### src/design/ptrs_pkg.sv
// Package for the periodic task release scheduler.
// Holds the word types, request and state codes, and the modulo unit status.
// No dependencies.
`timescale 1ns / 1ps

package ptrs_pkg;

  localparam int TASK_SLOTS_DEF = 8;
  localparam int TICK_W         = 32;
  localparam int MASK_W         = 8;
  localparam int VAL_W          = 8;
  localparam int IDX_W          = 3;
  localparam int REQ_W          = 3;

  typedef enum logic [REQ_W-1:0] {
    REQ_TICK     = 3'd0,
    REQ_CREATE   = 3'd1,
    REQ_DELETE   = 3'd2,
    REQ_SUSPEND  = 3'd3,
    REQ_ACTIVATE = 3'd4,
    REQ_DELAY    = 3'd5
  } req_e;

  typedef enum logic [1:0] {
    ST_IDLE,
    ST_SLOT,
    ST_WAIT,
    ST_FINISH
  } state_e;

  typedef struct packed {
    logic [REQ_W-1:0] req_type;
    logic [IDX_W-1:0] task_index;
    logic [VAL_W-1:0] period;
    logic [VAL_W-1:0] first_offset;
    logic [VAL_W-1:0] delay_ticks;
  } in_word_t;

  typedef struct packed {
    logic [MASK_W-1:0] release_mask;
    logic [TICK_W-1:0] tick_now;
  } out_word_t;

  typedef struct packed {
    logic busy;
    logic done;      // last step of the current remainder
    logic rem_zero;  // valid with done
  } mod_status_t;

endpackage

### src/design/ptrs_mod.sv
// Bit-serial remainder unit: tick counter modulo an 8-bit divisor.
// One restoring step per cycle, dividend bits taken MSB first.
// Depends on ptrs_pkg.
`timescale 1ns / 1ps

module ptrs_mod (
  input  logic                      clk_i,
  input  logic                      rst_ni,
  input  logic                      start_i,
  input  logic [ptrs_pkg::TICK_W-1:0] dividend_i,
  input  logic [ptrs_pkg::VAL_W-1:0]  divisor_i,
  output ptrs_pkg::mod_status_t     status_o
);
  import ptrs_pkg::*;

  localparam int CNT_W = $clog2(TICK_W);
  localparam logic [CNT_W-1:0] LastStep = CNT_W'(TICK_W - 1);

  logic              busy_q;
  logic [CNT_W-1:0]  cnt_q;
  logic [TICK_W-1:0] dvd_q;
  logic [VAL_W-1:0]  div_q;
  logic [VAL_W-1:0]  rem_q;
  logic [VAL_W:0]    trial;
  logic [VAL_W:0]    diff;
  logic [VAL_W-1:0]  rem_d;

  always_comb begin
    trial = {rem_q, dvd_q[TICK_W-1]};
    diff  = trial - {1'b0, div_q};
    // remainder stays below the divisor, so it fits in VAL_W bits
    if (trial >= {1'b0, div_q}) begin
      rem_d = diff[VAL_W-1:0];
    end else begin
      rem_d = trial[VAL_W-1:0];
    end
  end

  always_ff @(posedge clk_i or negedge rst_ni) begin
    if (!rst_ni) begin
      busy_q <= 1'b0;
      cnt_q  <= '0;
    end else if (start_i) begin
      busy_q <= 1'b1;
      cnt_q  <= '0;
    end else if (busy_q) begin
      cnt_q <= cnt_q + 1'b1;
      if (cnt_q == LastStep) begin
        busy_q <= 1'b0;
      end
    end
  end

  always_ff @(posedge clk_i) begin
    if (start_i) begin
      dvd_q <= dividend_i;
      div_q <= divisor_i;
      rem_q <= '0;
    end else if (busy_q) begin
      dvd_q <= {dvd_q[TICK_W-2:0], 1'b0};
      rem_q <= rem_d;
    end
  end

  assign status_o.busy     = busy_q;
  assign status_o.done     = busy_q && (cnt_q == LastStep);
  assign status_o.rem_zero = (rem_d == '0);

endmodule

### src/design/periodic_task_release_scheduler.sv
// Periodic task release scheduler: command and tick word in, one result word out.
// A command word goes from idle straight to the finish state. A tick word scans
// every slot in turn: each present, active, non-delayed slot with a nonzero
// divisor runs one 32-step remainder in the shared bit-serial modulo unit, one
// slot after another, and the other slots are settled without it. Input ready is
// high only between words; a finished result waits in the output register while
// the next word is taken.
// Depends on ptrs_pkg and ptrs_mod.
`timescale 1ns / 1ps

module periodic_task_release_scheduler #(
  parameter int TASK_SLOTS = ptrs_pkg::TASK_SLOTS_DEF
) (
  input  logic                clk_i,
  input  logic                rst_ni,
  input  logic                in_valid_i,
  output logic                in_ready_o,
  input  ptrs_pkg::in_word_t  in_data_i,
  output logic                out_valid_o,
  input  logic                out_ready_i,
  output ptrs_pkg::out_word_t out_data_o
);
  import ptrs_pkg::*;

  localparam int SLOT_W = (TASK_SLOTS > 1) ? $clog2(TASK_SLOTS) : 1;
  localparam logic [SLOT_W-1:0] LastSlot = SLOT_W'(TASK_SLOTS - 1);

  state_e            state_q, state_d;
  logic [TICK_W-1:0] tick_q;
  logic [SLOT_W-1:0] scan_q;
  logic [MASK_W-1:0] mask_q;
  logic              is_tick_q;
  out_word_t         out_q;
  logic              out_valid_q;

  logic [VAL_W-1:0] slot_period_q  [TASK_SLOTS];
  logic [VAL_W-1:0] slot_first_q   [TASK_SLOTS];
  logic [VAL_W-1:0] slot_hold_q    [TASK_SLOTS];
  logic [TASK_SLOTS-1:0] first_pend_q;
  logic [TASK_SLOTS-1:0] holding_q;
  logic [TASK_SLOTS-1:0] active_q;
  logic [TASK_SLOTS-1:0] present_q;

  logic             accept;
  logic             slot_live;
  logic [VAL_W-1:0] divisor;
  logic             mod_start;
  logic             advance;
  logic             fire;
  logic             out_load;
  mod_status_t      mod_stat;

  assign accept    = in_valid_i && in_ready_o;
  assign slot_live = present_q[scan_q] && active_q[scan_q];
  assign divisor   = first_pend_q[scan_q] ? slot_first_q[scan_q] : slot_period_q[scan_q];
  assign out_load  = (state_q == ST_FINISH) && (!out_valid_q || out_ready_i);

  always_ff @(posedge clk_i or negedge rst_ni) begin
    if (!rst_ni) begin
      state_q <= ST_IDLE;
    end else begin
      state_q <= state_d;
    end
  end

  always_comb begin
    state_d    = state_q;
    in_ready_o = 1'b0;
    mod_start  = 1'b0;
    advance    = 1'b0;
    fire       = 1'b0;
    case (state_q)
      ST_IDLE: begin
        in_ready_o = 1'b1;
        if (in_valid_i) begin
          state_d = (in_data_i.req_type == REQ_TICK) ? ST_SLOT : ST_FINISH;
        end
      end
      ST_SLOT: begin
        // held, idle or zero-divisor slots are settled in this cycle
        if (slot_live && !holding_q[scan_q] && (divisor != '0)) begin
          mod_start = 1'b1;
          state_d   = ST_WAIT;
        end else begin
          advance = 1'b1;
        end
      end
      ST_WAIT: begin
        if (mod_stat.done) begin
          advance = 1'b1;
          fire    = mod_stat.rem_zero;
        end
      end
      ST_FINISH: begin
        if (out_load) begin
          state_d = ST_IDLE;
        end
      end
      default: begin
        state_d = ST_IDLE;
      end
    endcase
    if (advance) begin
      state_d = (scan_q == LastSlot) ? ST_FINISH : ST_SLOT;
    end
  end

  ptrs_mod u_mod (
    .clk_i      (clk_i),
    .rst_ni     (rst_ni),
    .start_i    (mod_start),
    .dividend_i (tick_q),
    .divisor_i  (divisor),
    .status_o   (mod_stat)
  );

  // tick counter, scan position, release mask, output register
  always_ff @(posedge clk_i or negedge rst_ni) begin
    if (!rst_ni) begin
      tick_q      <= '0;
      scan_q      <= '0;
      mask_q      <= '0;
      is_tick_q   <= 1'b0;
      out_valid_q <= 1'b0;
    end else begin
      if (accept) begin
        is_tick_q <= (in_data_i.req_type == REQ_TICK);
        mask_q    <= '0;
        scan_q    <= '0;
        if (in_data_i.req_type == REQ_TICK) begin
          tick_q <= tick_q + 1'b1;
        end
      end
      if (advance && (scan_q != LastSlot)) begin
        scan_q <= scan_q + 1'b1;
      end
      for (int k = 0; k < MASK_W; k++) begin
        if (fire && (32'(scan_q) == k)) begin
          mask_q[k] <= 1'b1;
        end
      end
      if (out_load) begin
        out_valid_q <= 1'b1;
      end else if (out_ready_i) begin
        out_valid_q <= 1'b0;
      end
    end
  end

  always_ff @(posedge clk_i) begin
    if (out_load) begin
      out_q.release_mask <= mask_q;
      out_q.tick_now     <= tick_q;
    end
  end

  // slot table: commands write at the addressed slot, the scan at its own
  always_ff @(posedge clk_i or negedge rst_ni) begin
    if (!rst_ni) begin
      first_pend_q <= '0;
      holding_q    <= '0;
      active_q     <= '0;
      present_q    <= '0;
      for (int s = 0; s < TASK_SLOTS; s++) begin
        slot_period_q[s] <= '0;
        slot_first_q[s]  <= '0;
        slot_hold_q[s]   <= '0;
      end
    end else begin
      for (int s = 0; s < TASK_SLOTS; s++) begin
        if (accept && (32'(in_data_i.task_index) == s)) begin
          case (in_data_i.req_type)
            REQ_CREATE: begin
              slot_period_q[s] <= in_data_i.period;
              slot_first_q[s]  <= in_data_i.first_offset;
              first_pend_q[s]  <= (in_data_i.first_offset != '0);
              holding_q[s]     <= 1'b0;
              slot_hold_q[s]   <= '0;
              present_q[s]     <= 1'b1;
            end
            REQ_DELETE: begin
              present_q[s] <= 1'b0;
            end
            REQ_SUSPEND: begin
              active_q[s] <= 1'b0;
            end
            REQ_ACTIVATE: begin
              active_q[s] <= 1'b1;
            end
            REQ_DELAY: begin
              slot_hold_q[s] <= in_data_i.delay_ticks;
              holding_q[s]   <= (in_data_i.delay_ticks != '0);
            end
            default: begin
            end
          endcase
        end
        if (32'(scan_q) == s) begin
          if ((state_q == ST_SLOT) && slot_live && holding_q[s]) begin
            slot_hold_q[s] <= slot_hold_q[s] - 1'b1;
            if (slot_hold_q[s] == VAL_W'(1)) begin
              holding_q[s] <= 1'b0;
            end
          end
          if (fire) begin
            first_pend_q[s] <= 1'b0;
          end
        end
      end
    end
  end

  assign out_valid_o = out_valid_q;
  assign out_data_o  = out_q;

`ifndef ASSERT_OFF
  // the modulo unit only runs while the sequencer waits on it
  assert property (@(posedge clk_i) disable iff (!rst_ni)
    mod_stat.busy |-> (state_q == ST_WAIT))
    else $error("modulo unit busy outside wait state");

  // command words never release anything
  assert property (@(posedge clk_i) disable iff (!rst_ni)
    ((state_q == ST_FINISH) && !is_tick_q) |-> (mask_q == '0))
    else $error("release mask set for a command word");

  // an accepted word always leaves the idle state
  assert property (@(posedge clk_i) disable iff (!rst_ni)
    accept |=> (state_q != ST_IDLE))
    else $error("accepted word did not start work");
`endif

endmodule

### config.mk
export PLATFORM = sky130hd
export DESIGN_NAME = periodic_task_release_scheduler
export DESIGN_NICKNAME = d
export VERILOG_FILES = /design/src/design/ptrs_pkg.sv /design/src/design/ptrs_mod.sv /design/src/design/periodic_task_release_scheduler.sv
export SDC_FILE = /design/constraint.sdc
export NUM_CORES = 1
export LEC_CHECK = 0
export ABC_AREA = 1
export BUFFER_PORTS_ARGS = -buffer_cell sky130_fd_sc_hd__buf_2
export CAP_MARGIN = 5
export CORE_MARGIN = 8
export CORE_UTILIZATION = 55
export DETAILED_ROUTE_END_ITERATION = 6
export PLACE_DENSITY = 0.72
export REMOVE_ABC_BUFFERS = 1
export SLEW_MARGIN = 20
export SYNTH_ARGS = -nofsm -noshare
export SYNTH_HDL_FRONTEND = slang
export SYNTH_SLANG_ARGS = --single-unit
export TNS_END_PERCENT = 50
### constraint.sdc
create_clock -name clk_i -period 3.6 [get_ports clk_i]
set_clock_uncertainty 0.1 [all_clocks]
set_input_delay 0.36 -clock clk_i [delete_from_list [all_inputs] [get_ports clk_i]]
set_output_delay 0.36 -clock clk_i [all_outputs]
set_load 0.01 [all_outputs]
==> impl_metrics.ini <==
[run_status]
outcome = completed

[global_route]
grt.overflow.total = 0
grt_antenna_before_repair = 1
grt_pass1_vias = 14210
grt_max_degree = 105
grt_usage_pct = 22.39
grt_pass1_wl_um = 72130

[logic_synthesis]
synth_edf_count = 80
synth.largest_area_cell = dfrtp_1
synth_area_um2 = 18170
async_reset_ff_share_pct = 75.82
netlist.area_leader.share_pct = 38.02
synth-seq-cells = 364
yosysWarnings = 0
syn_inst = 2134
synthDistinctLibCells = 51
avgSynthCellArea_um2 = 8.513
ys_seq_area_share_pct = 52.12
ys.flop_type = dfrtp_1
synth_area_leaders = dfrtp_1 38%, edfxtp_1 13%, nand2_1 11%

[setup_path]
r2r-start = state_q[0]
cp_common_cell = inv_1
cp_slowest_cell = dfrtp_1
critical_path_class = reg -> reg
r2r-end = slot_period_q[2]
cp_top_family = simple AND/OR/NAND/NOR gates
endpoint = slot_period_q[2]
crit_chain = inv_1 -> ha_1 -> nand2_1 -> inv_1 -> nand2_1 -> nor2_1 -> inv_1 -> nor2_2 -> inv_1 -> nor2_2 -> inv_1 -> nand2_1 -> o21ai_0
cp.arrival_ns = 3.37
r2r_cells = 13
startpoint = state_q[0]
critPathMaxStageDelay_ns = 0.42
worst-path-buf-inv = 5
critPathMaxFanout = 14
crit_path_end_kind = register
cp.required_ns = 3.89
crit_cells = 13
r2r_slack_ns = 0.52
startpoint_type = register

[cts]
h-tree-depth = 2
clk_pin_slew_ns = 0.06
clock_path_buffers = 3
post_cts_buffers = 0
cts-root-buf = clkbuf_16
numCtsBuffers = 39
cts.sinks = 364
cts_tree = done
insertion_delay_ns = 0.52

[finish]
fin_nets = 2272
antennaDiodeCount = 0
area_growth_pct = 11.38
layout-drive-gt1-share_pct = 9.291
final.fill_count = 2827
final_cells = 2670

[hold_path]
hold_class = in -> reg

[floorplanning]
ios = 76
num_rows = 66
dieArea_um2 = 39100
die_w_um = 197.7
start_util_pct = 55.83
core_area_um2 = 32540
die_y_um = 197.7

[power]
pwr-share-clk_pct = 27.1
switching_share_pct = 35.12
p_int_mw = 9.316
ir_worst_vdd_uv = 434.1
pwr-share-comb_pct = 31.6
powerDensity_nw_per_um2 = 709.6
p_sw_mw = 5.042
seqPwrFrac_pct = 41.3
p_leak_nw = 9.952

[placed_design]
place.gp.congestion = 0.9333
dpl.hpwl_um = 29170
dpl.cell_count = 2597
dp_slack_ns = 0.3898
numPortBuffers = 75

[drt]
drtPass1Iterations = 7
num_vias = 14640
drc = 0
postRouteAntennaNets = 0
routedWlPerCell_um = 16.25
via_per_inst = 5.484
dr.first_iter.drc_count = 1252
drt-total-wl_um = 43390

[timing]
worst_pin_slew_ns = 1.024
setup_viol = 0
drv_slew = 0
timing.hold.ws_ns = 0.02792
rsz0062_at_grt = false
finalCritPeriodShare_pct = 85.55
finalWorstSetupSlack_ns = 0.5202
hold_viol = 0
relSlewSlack_pct = 31.63
clock.fmax_mhz = 324.7
finalWorstPathRequiredPeriod_ns = 3.080

[flow_run]
max_cap_viol_count = 0
-- worst min-delay path, cell delays in order --
cell and delay [ns]:
buf_2 0.13, nand2_1 0.06, o21ai_0 0.06
-- power groups by stage --
| stage | Clock [mW] | Sequential [mW] | Combinational, mW |
|---|---|---|---|
| 2_1_floorplan | 0 | 6.03 | 3.07 |
| 3_3_place_gp | 0 | 5.97 | 4.33 |
| 3_5_place_dp | 0 | 5.99 | 4.46 |
| 4_1_cts | 3.96 | 5.93 | 4.50 |
| 5_1_grt | 4.13 | 6.04 | 5.17 |
| 6_report | 3.89 | 5.93 | 4.54 |
-- how the worst min path moves through the flow --
stage | depth (start not counted) | startpoint | slack (ns) | end
global route | 3 | in_data_i[17] | 0.04 | slot_period_q[49]
CTS | 3 | in_data_i[17] | 0.01 | slot_period_q[17]
detailed placement | 1 | rst_ni | 0.28 | slot_period_q[30]
floorplan | 0 | rst_ni | -0.04 | active_q[0]
finish | 3 | in_data_i[17] | 0.03 | slot_period_q[33]
global placement | 1 | rst_ni | 0.28 | slot_period_q[30]
-- cell type report --
cell class / instances / area (um^2) / share of cell area [%]
sequential: 364 / 9473 / 46.82
timing repair buffer: 102 / 678.2 / 3.352
tap: 442 / 553.0 / 2.733
inverter: 319 / 1202 / 5.943
clock inverter: 14 / 137.6 / 0.6802
clock buffer: 55 / 1107 / 5.473
multi-input combinational: 1374 / 7082 / 35.00
-- through the flow --
stage                     power [mW]  setup TNS, ns  utilization [%]  instance area (um^2)
after floorplan                9.105         -99.71                -                 17740
after global placement         10.30              0            58.18                 18930
after detailed placement       10.45              0            58.18                 18930
after CTS                      14.38              0            62.09                 20200
after global routing           15.34              0            62.19                 20230
final                          14.36              0            62.19                 20230
-- Yosys cell counts, types with 2 or more instances --
cell type / n
nor3_2: 2
nor2_4: 3
o21ai_1: 5
xnor2_1: 11
a2bb2oi_1: 3
xor2_1: 72
dfrtp_1: 276
o211ai_2: 6
and3_1: 2
edfxtp_1: 80
clkbuf_1: 40
nand4_1: 15
nor2_2: 11
buf_6: 13
inv_4: 2
ha_1: 37
inv_1: 307
o41ai_1: 3
nor3_1: 18
a22oi_1: 2
o221ai_1: 11
nor4_1: 15
o21ai_0: 295
o22ai_1: 46
o211ai_1: 35
a21oi_1: 22
dfxtp_1: 8
nor2_1: 127
nand2_2: 6
clkinv_1: 3
buf_4: 4
buf_2: 18
inv_2: 7
nand2_1: 533
nand3_1: 80
-- cells by family after synthesis --
group,share of synthesized area [%]
adder cells (fa/ha/maj),2.659
flip-flops,52.12
XOR/XNOR,4.002
buffers and inverters,8.961
AND/OR/NAND/NOR,18.80
AO/OA/AOI/OAI,13.46
-- what timing repair did --
| action | in CTS | in global routing |
|---|---|---|
| hold buffers | 3 | 0 |
| hold endpoints to repair | 72 | 0 |
| setup endpoints to repair | 0 | 7 |
| gates resized for setup | 0 | 1 |
-- registers in the layout, summed over array words and instances (netlist names), 32 cells and up --
register	count
out_data_o	40
slot_period_q	64
slot_hold_q	64
u_mod.dvd_q	32
tick_q	32
slot_first_q	64
-- layout by cell type (no fill, tap or decap), drive strengths merged, types with 37 or more instances in the layout --
master	Yosys	final
nand2	539	539
inv	316	317
o21ai	301	301
dfrtp	276	276
nor2	141	141
buf	36	99
nand3	81	81
edfxtp	80	80
xor2	72	72
clkbuf	41	55
o22ai	46	46
o211ai	41	41
ha	37	37
-- layer usage --
metal | vias to the layer above | track usage, % | share of wire [%]
met5 | - | 0 | 0.030
met4 | 2 | 6.056 | 2.0
met3 | 80 | 3.328 | 7.0
met2 | 521 | 35.58 | 46
met1 | 6980 | 31.80 | 45
li1 | 7060 | - | -
(Power assumes the default switching activity.)
